`src/rtl/gitt_pkg.sv`:
```
// types, codes and constants shared by the gate input toggle tester
package gitt_pkg;

  localparam int MAX_CHANNELS = 16;
  localparam int GATE_W       = 16;
  localparam int GATE_IDX_W   = $clog2(GATE_W);
  localparam int CHAN_W       = 5;
  localparam int REP_W        = 8;
  localparam int COUNT_W      = 5;
  localparam int ADDR_W       = 3;
  localparam int DATA_W       = 32;

  localparam logic [CHAN_W-1:0] ACTIVE_RESET  = CHAN_W'(16);
  localparam logic [REP_W-1:0]  REPEATS_RESET = REP_W'(10);
  localparam logic [CHAN_W-1:0] MAX_CHAN      = CHAN_W'(MAX_CHANNELS);

  typedef enum logic [1:0] {
    KIND_CHECK   = 2'd0,
    KIND_SKIP    = 2'd1,
    KIND_CLEAR   = 2'd2,
    KIND_RESTART = 2'd3
  } kind_t;

  typedef enum logic [1:0] {
    ERR_NONE       = 2'd0,
    ERR_STUCK_HIGH = 2'd1,
    ERR_STUCK_LOW  = 2'd2,
    ERR_MULTI_HIGH = 2'd3
  } err_t;

  typedef enum logic {
    REG_ACTIVE_CHANNELS = 1'b0,
    REG_NUM_REPEATS     = 1'b1
  } reg_idx_t;

  typedef struct packed {
    logic [CHAN_W-1:0] active_channels;
    logic [REP_W-1:0]  num_repeats;
  } cfg_t;

  typedef struct packed {
    logic               test_level;
    logic [CHAN_W-1:0]  current_channel;
    err_t               error_code;
    logic               channel_done;
    logic               still_running;
    logic [COUNT_W-1:0] gates_high_count;
  } result_t;

endpackage

```
`src/rtl/gitt_cfg.sv`:
```
// configuration register file behind the apb port
module gitt_cfg (
  input  logic                       clk,
  input  logic                       rst,
  input  logic                       psel,
  input  logic                       penable,
  input  logic                       pwrite,
  input  logic [gitt_pkg::ADDR_W-1:0] paddr,
  input  logic [gitt_pkg::DATA_W-1:0] pwdata,
  output logic [gitt_pkg::DATA_W-1:0] prdata,
  output logic                       pready,
  output gitt_pkg::cfg_t             cfg
);
  import gitt_pkg::*;

  reg_idx_t idx;
  logic     wr_en;

  assign pready = 1'b1;
  assign idx    = reg_idx_t'(paddr[2]);
  assign wr_en  = psel && penable && pwrite && pready;

  always_ff @(posedge clk) begin
    if (rst) begin
      cfg.active_channels <= ACTIVE_RESET;
      cfg.num_repeats     <= REPEATS_RESET;
    end else if (wr_en) begin
      case (idx)
        REG_ACTIVE_CHANNELS: cfg.active_channels <= pwdata[CHAN_W-1:0];
        REG_NUM_REPEATS:     cfg.num_repeats     <= pwdata[REP_W-1:0];
        default: ;
      endcase
    end
  end

  always_comb begin
    case (idx)
      REG_ACTIVE_CHANNELS: prdata = DATA_W'(cfg.active_channels);
      REG_NUM_REPEATS:     prdata = DATA_W'(cfg.num_repeats);
      default:             prdata = '0;
    endcase
  end

endmodule

```
`src/rtl/gitt_core.sv`:
```
// test state registers and the per-item step logic
module gitt_core (
  input  logic                        clk,
  input  logic                        rst,
  input  gitt_pkg::cfg_t              cfg,
  input  logic                        advance,
  input  gitt_pkg::kind_t             kind,
  input  logic [gitt_pkg::GATE_W-1:0] gate_levels,
  input  logic                        jack_ready,
  output gitt_pkg::result_t           result_next
);
  import gitt_pkg::*;

  logic [CHAN_W-1:0] channel_index, channel_index_next;
  logic [REP_W-1:0]  step_count, step_count_next;
  err_t              error_state, error_state_next;
  logic              drive_level, drive_level_next;

  logic [CHAN_W-1:0]  lim;
  logic [GATE_W-1:0]  masked;
  logic [COUNT_W-1:0] nhigh;
  logic               in_range;
  logic               gate;
  logic               done;

  assign lim      = (cfg.active_channels < MAX_CHAN) ? cfg.active_channels : MAX_CHAN;
  assign in_range = channel_index < lim;

  always_comb begin
    for (int i = 0; i < GATE_W; i++) begin
      masked[i] = gate_levels[i] && (CHAN_W'(i) < lim);
    end
  end

  assign nhigh = COUNT_W'($countones(masked));
  assign gate  = (channel_index < CHAN_W'(GATE_W)) ?
                 gate_levels[channel_index[GATE_IDX_W-1:0]] : 1'b0;

  always_comb begin
    channel_index_next = channel_index;
    step_count_next    = step_count;
    error_state_next   = error_state;
    drive_level_next   = drive_level;
    done               = 1'b0;
    case (kind)
      KIND_CHECK: begin
        if (in_range && !(step_count == REP_W'(1) && !jack_ready)) begin
          if (!step_count[0]) begin
            if (!gate) begin
              step_count_next  = step_count + REP_W'(1);
              drive_level_next = 1'b1;
            end else if (step_count >= REP_W'(2)) begin
              error_state_next = ERR_STUCK_HIGH;
            end
          end else begin
            if (gate) begin
              step_count_next  = step_count + REP_W'(1);
              drive_level_next = 1'b0;
            end else if (step_count >= REP_W'(2)) begin
              step_count_next  = REP_W'(1);
              error_state_next = ERR_STUCK_LOW;
            end
          end
          if (step_count_next >= cfg.num_repeats) begin
            error_state_next   = ERR_NONE;
            channel_index_next = channel_index + CHAN_W'(1);
            step_count_next    = '0;
            drive_level_next   = 1'b0;
            done               = 1'b1;
          end
        end
        if (nhigh > COUNT_W'(1)) begin
          error_state_next = ERR_MULTI_HIGH;
        end
      end
      KIND_SKIP: begin
        if (in_range) begin
          channel_index_next = channel_index + CHAN_W'(1);
        end
      end
      KIND_CLEAR: begin
        error_state_next = ERR_NONE;
      end
      KIND_RESTART: begin
        channel_index_next = '0;
        step_count_next    = '0;
        error_state_next   = ERR_NONE;
        drive_level_next   = 1'b0;
      end
      default: ;
    endcase
  end

  always_comb begin
    result_next.test_level       = drive_level_next;
    result_next.current_channel  = channel_index_next;
    result_next.error_code       = error_state_next;
    result_next.channel_done     = done;
    result_next.still_running    = channel_index_next < lim;
    result_next.gates_high_count = nhigh;
  end

  always_ff @(posedge clk) begin
    if (rst) begin
      channel_index <= '0;
      step_count    <= '0;
      error_state   <= ERR_NONE;
      drive_level   <= 1'b0;
    end else if (advance) begin
      channel_index <= channel_index_next;
      step_count    <= step_count_next;
      error_state   <= error_state_next;
      drive_level   <= drive_level_next;
    end
  end

endmodule

```
`src/rtl/gate_input_toggle_tester.sv`:
```
// top level of the gate input toggle tester: input register, step logic, result register
//
//   channel | handshake                   | payload
//   item    | item_valid / item_ready     | kind, gate_levels, jack_ready
//   result  | result_valid / result_ready | test_level, current_channel, error_code,
//           |                             | channel_done, still_running, gates_high_count
//   config  | psel / penable / pwrite     | paddr, pwdata, prdata, pready
//
// one item per cycle while results are taken; an item's result becomes valid once it has passed
// the input register and then the result register fed by the step logic
// a result held by result_ready stalls the input register; item_ready drops once both are full
// synchronous reset clears the test state, the valid flags and the registers to defaults
module gate_input_toggle_tester (
  input  logic                        clk,
  input  logic                        rst,
  input  logic                        item_valid,
  output logic                        item_ready,
  input  logic [1:0]                  kind,
  input  logic [gitt_pkg::GATE_W-1:0] gate_levels,
  input  logic                        jack_ready,
  output logic                        result_valid,
  input  logic                        result_ready,
  output logic                        test_level,
  output logic [gitt_pkg::CHAN_W-1:0] current_channel,
  output logic [1:0]                  error_code,
  output logic                        channel_done,
  output logic                        still_running,
  output logic [gitt_pkg::COUNT_W-1:0] gates_high_count,
  input  logic                        psel,
  input  logic                        penable,
  input  logic                        pwrite,
  input  logic [gitt_pkg::ADDR_W-1:0] paddr,
  input  logic [gitt_pkg::DATA_W-1:0] pwdata,
  output logic [gitt_pkg::DATA_W-1:0] prdata,
  output logic                        pready
);
  import gitt_pkg::*;

  cfg_t              cfg;
  logic              held_valid;
  kind_t             held_kind;
  logic [GATE_W-1:0] held_levels;
  logic              held_ready;
  logic              advance;
  result_t           result_next;
  result_t           result;

  assign advance    = held_valid && (!result_valid || result_ready);
  assign item_ready = !held_valid || advance;

  gitt_cfg u_cfg (
    .clk     (clk),
    .rst     (rst),
    .psel    (psel),
    .penable (penable),
    .pwrite  (pwrite),
    .paddr   (paddr),
    .pwdata  (pwdata),
    .prdata  (prdata),
    .pready  (pready),
    .cfg     (cfg)
  );

  gitt_core u_core (
    .clk         (clk),
    .rst         (rst),
    .cfg         (cfg),
    .advance     (advance),
    .kind        (held_kind),
    .gate_levels (held_levels),
    .jack_ready  (held_ready),
    .result_next (result_next)
  );

  always_ff @(posedge clk) begin
    if (rst) begin
      held_valid <= 1'b0;
    end else if (item_ready) begin
      held_valid <= item_valid;
    end
    if (item_valid && item_ready) begin
      held_kind   <= kind_t'(kind);
      held_levels <= gate_levels;
      held_ready  <= jack_ready;
    end
  end

  always_ff @(posedge clk) begin
    if (rst) begin
      result_valid <= 1'b0;
    end else if (advance) begin
      result_valid <= 1'b1;
    end else if (result_ready) begin
      result_valid <= 1'b0;
    end
    if (advance) begin
      result <= result_next;
    end
  end

  assign test_level       = result.test_level;
  assign current_channel  = result.current_channel;
  assign error_code       = result.error_code;
  assign channel_done     = result.channel_done;
  assign still_running    = result.still_running;
  assign gates_high_count = result.gates_high_count;

endmodule

```
`config.mk`:
```
export PLATFORM = sky130hd
export DESIGN_NAME = gate_input_toggle_tester
export DESIGN_NICKNAME = d
export VERILOG_FILES = /design/src/rtl/gitt_pkg.sv /design/src/rtl/gitt_cfg.sv /design/src/rtl/gitt_core.sv /design/src/rtl/gate_input_toggle_tester.sv
export SDC_FILE = /design/constraint.sdc
export NUM_CORES = 1
export LEC_CHECK = 0
export BUFFER_PORTS_ARGS = -buffer_cell sky130_fd_sc_hd__buf_2
export CORE_AREA = 2 2 95 97
export DETAILED_ROUTE_END_ITERATION = 12
export DIE_AREA = 0 0 97 99
export HOLD_SLACK_MARGIN = 0.02
export PLACE_DENSITY = 0.82
export SLEW_MARGIN = 40
export SYNTH_ARGS = -nofsm -noshare
export SYNTH_HDL_FRONTEND = slang
export SYNTH_SLANG_ARGS = --single-unit
export TNS_END_PERCENT = 50
```
`constraint.sdc`:
```
create_clock -name clk -period 7.3 [get_ports clk]
set_clock_uncertainty 0.15 [all_clocks]
set_input_delay 1.095 -clock clk [delete_from_list [all_inputs] [get_ports clk]]
set_output_delay 1.095 -clock clk [all_outputs]
set_load 0.01 [all_outputs]
```
==> run summary <==
CP max stage cell = or4_1
Worst R2R Start = u_cfg.cfg[10]$_SDFFE_PP0P_
Net Switching = 0.332 mW
Internal reg-to-reg setup slack = 1320 ps
Final WL = 9750 um
CORE AREA = 0.00855 mm^2
Final-report max-slew violation count = 0
Mapped Area = 0.00452 mm^2
Post-DP HPWL = 7090 um
Setup TNS = 0 ps
Num rows = 34
Time the worst path needs with I/O delays and setup = 5980 ps
Total GRT Usage = 20.9%
Cell taking the most area after synthesis = edfxtp_1
Int Pwr = 0.759 mW
Fillcell total = 727
Pre-antenna DRT Iters = 5
Root buffer cell = clkbuf_8
Worst path max stage delay = 640 ps
RSZ-0062 raised after global routing = false
# DRC = 0
Post-Place Cell Area = 0.00475 mm^2
Post-CTS resize count = 0
Initial Util = 52.8%
WHS Endpoint = u_cfg.cfg[5]$_SDFFE_PP0P_
Post-Synthesis Cells = 482
CTS clock-pin slew for the worst setup and hold paths = 70 ps
Hold Startpoint = u_cfg.cfg[5]$_SDFFE_PP0P_
H-tree depth = 3
CTS tree = yes
IR Drop Worst-Case VDD = 0.000120 V
Final net count = 638
CP required = 7250 ps
Most frequent cells after synthesis = 44 x inv_1, 37 x ha_1, 36 x nand2_1, 34 x edfxtp_1, 31 x dfxtp_1
Crit start category = register
RR Endpoint = error_code[0]$_DFFE_PP_
Clk Latency, worst-skew pair = 350 ps
Diodes inserted = 0
CP Launch Point = u_cfg.cfg[10]$_SDFFE_PP0P_
Register area share after synthesis = 36.3%
Largest net degree at the start of global routing = 34
CP arrival = 5930 ps
Syn_area_per_cell = 9.37 um^2
Finished Core Util = 58.0%
DIE WIDTH = 97 um
Top post-synthesis cells by area = edfxtp_1 23%, dfxtp_1 14%, ha_1 10%, fa_1 4.9%, buf_4 4.2%
DR iter-0 viols = 258
Max cap viols = 0
Share of the synthesized area in the top cell type = 22.6%
Vias = 3648
Combinational Power Share = 28.8%
Multi-input gate area in the final layout = 0.00251 mm^2
Worst-Margin Slew = 726 ps
Clock buffer depth = 2
First-pass GRT wire length = 16400 um
Vias per cell = 5.68
Fmax = 167 MHz
Sequential Power Share = 40.1%
R2R depth = 18
Element type at the critical path end = register
GRT Residual Overflow = 0
Cell Pwr Density = 220 mW/mm^2
Vias in the first global route = 3471
Share of cells above drive strength 1 = 16.5%
Worst setup path class = register to register
Yosys Warn Count = 0
Synth Register Bits = 65
Hold Crit Depth = 2
Fin area = 0.00496 mm^2
Max-slew headroom = 51.6%
P&R area growth vs syn = 9.86%
CP Cell Sequence = nor3_1 > a21boi_0 > ha_1 > inv_1 > fa_1 > inv_1 > fa_1 > fa_1 > fa_1 > ha_1 > inv_1 > fa_1 > inv_1 > or4_1 > nor3_1 > a211o_1 > o21ai_1 > a21o_1
Unique masters post-synth = 54
Final Setup Violations = 0
Remaining antenna violation count after routing = 0
Clock sinks = 65
Post-CTS Setup Bufs = 0
WL per Instance = 15.2 um
Die ar. = 0.00960 mm^2
Port bufs = 59
Initial antenna violation count = 0
Top FF cell, synth = edfxtp_1
Crit path max fanout = 14
EDFF count, synth = 34
Lkg Pwr = 2.20 nW
Fin crit share = 81.9%
CTS Buf Count = 9
Clock power frac = 31.1%
Num ports = 111
Synth async-reset ratio = 0%
Most Frequent Cell on Critical Path = fa_1
Switching part of the total = 30.4%
Die H = 99 um
FF+latch area = 0.00164 mm^2
Worst Hold Class = register to register
Final Hold Viols = 0
GPL Wtd Cong = 0.952
Outcome = completed
Post-CTS Hold Buffers = 0
Top-count cell post-synth = inv_1
[power by group through the flow]
stage / Clock (mW) / Sequential, mW / Combinational [mW]
floorplan: 0 / 0.450 / 0.222
global placement: 0 / 0.445 / 0.286
detailed placement: 0 / 0.446 / 0.308
CTS: 0.343 / 0.438 / 0.314
global route: 0.359 / 0.440 / 0.349
finish: 0.339 / 0.438 / 0.314
[layer usage]
| metal | vias to the layer above | track usage [%] | wire length [um] |
|---|---|---|---|
| met4 | 0 | 9.64 | 255 |
| met1 | 1699 | 27.9 | 4310 |
| met5 | - | 0 | 0 |
| li1 | 1752 | - | - |
| met2 | 166 | 33.2 | 4490 |
| met3 | 31 | 3.90 | 701 |
[state kept, by name (all words and copies together) (netlist names), 2 cells and up]
signal,flops
held_levels,16
u_cfg.cfg,13
u_core.step_count,8
current_channel,5
gates_high_count,5
u_core.channel_index,5
error_code,2
held_kind,2
u_core.error_state,2
[how the worst max path moves through the flow]
stage,endpoint,slack (ps),depth (start not counted)
2_1_floorplan,error_code[1]$_DFFE_PP_,1840,18
3_3_place_gp,error_code[1]$_DFFE_PP_,1590,18
3_5_place_dp,error_code[1]$_DFFE_PP_,1450,18
4_1_cts,error_code[0]$_DFFE_PP_,1380,18
5_1_grt,error_code[0]$_DFFE_PP_,1070,18
6_report,error_code[0]$_DFFE_PP_,1320,18
[layout make-up]
cell class / count / share of cell area, %
multi-input combinational: 350 / 50.6
sequential: 65 / 33.1
timing repair buffer: 59 / 5.95
inverter: 44 / 3.33
clock buffer: 13 / 3.00
tap: 108 / 2.72
clock inverter: 3 / 1.31
[cells in the final DEF, fill, tap and decap left out, drive strengths merged, types with 20 or more instances in the layout]
master,synthesis,final
a21oi,23,23
edfxtp,34,34
nand2,36,36
ha,37,37
buf,32,59
dfxtp,31,31
o21ai,20,20
nor2,29,29
conb,2,25
inv,44,44
[metrics by stage]
stage               hold WS, ps  total power [mW]  instances  worst slack [ps]
floorplan                   295             0.672        505              1840
global placement            311             0.732        626              1590
finish                      315              1.09        642              1320
detailed placement          306             0.754        626              1450
global route                345              1.15        642              1070
CTS                         315              1.09        642              1380
[worst max-delay path, delay by kind of cell (launching register included)]
family / cells / cell delay, ps
buf+inv: 4 / 240
flops: 1 / 620
compound gates: 4 / 670
simple gates: 3 / 1080
fa+ha+maj: 7 / 2990
[kinds of logic after synthesis]
kind of cell	after synthesis	synth area share (%)
DFF	65	36.3
adders and majority gates	52	16.0
buffers and inverters	90	10.0
muxes	17	4.51
xor gates and xnor gates	4	0.775
and+or+nand+nor	143	16.1
AOI/OAI and AO/OA	109	16.1
other	2	0.166
(Power assumes the default switching activity.)
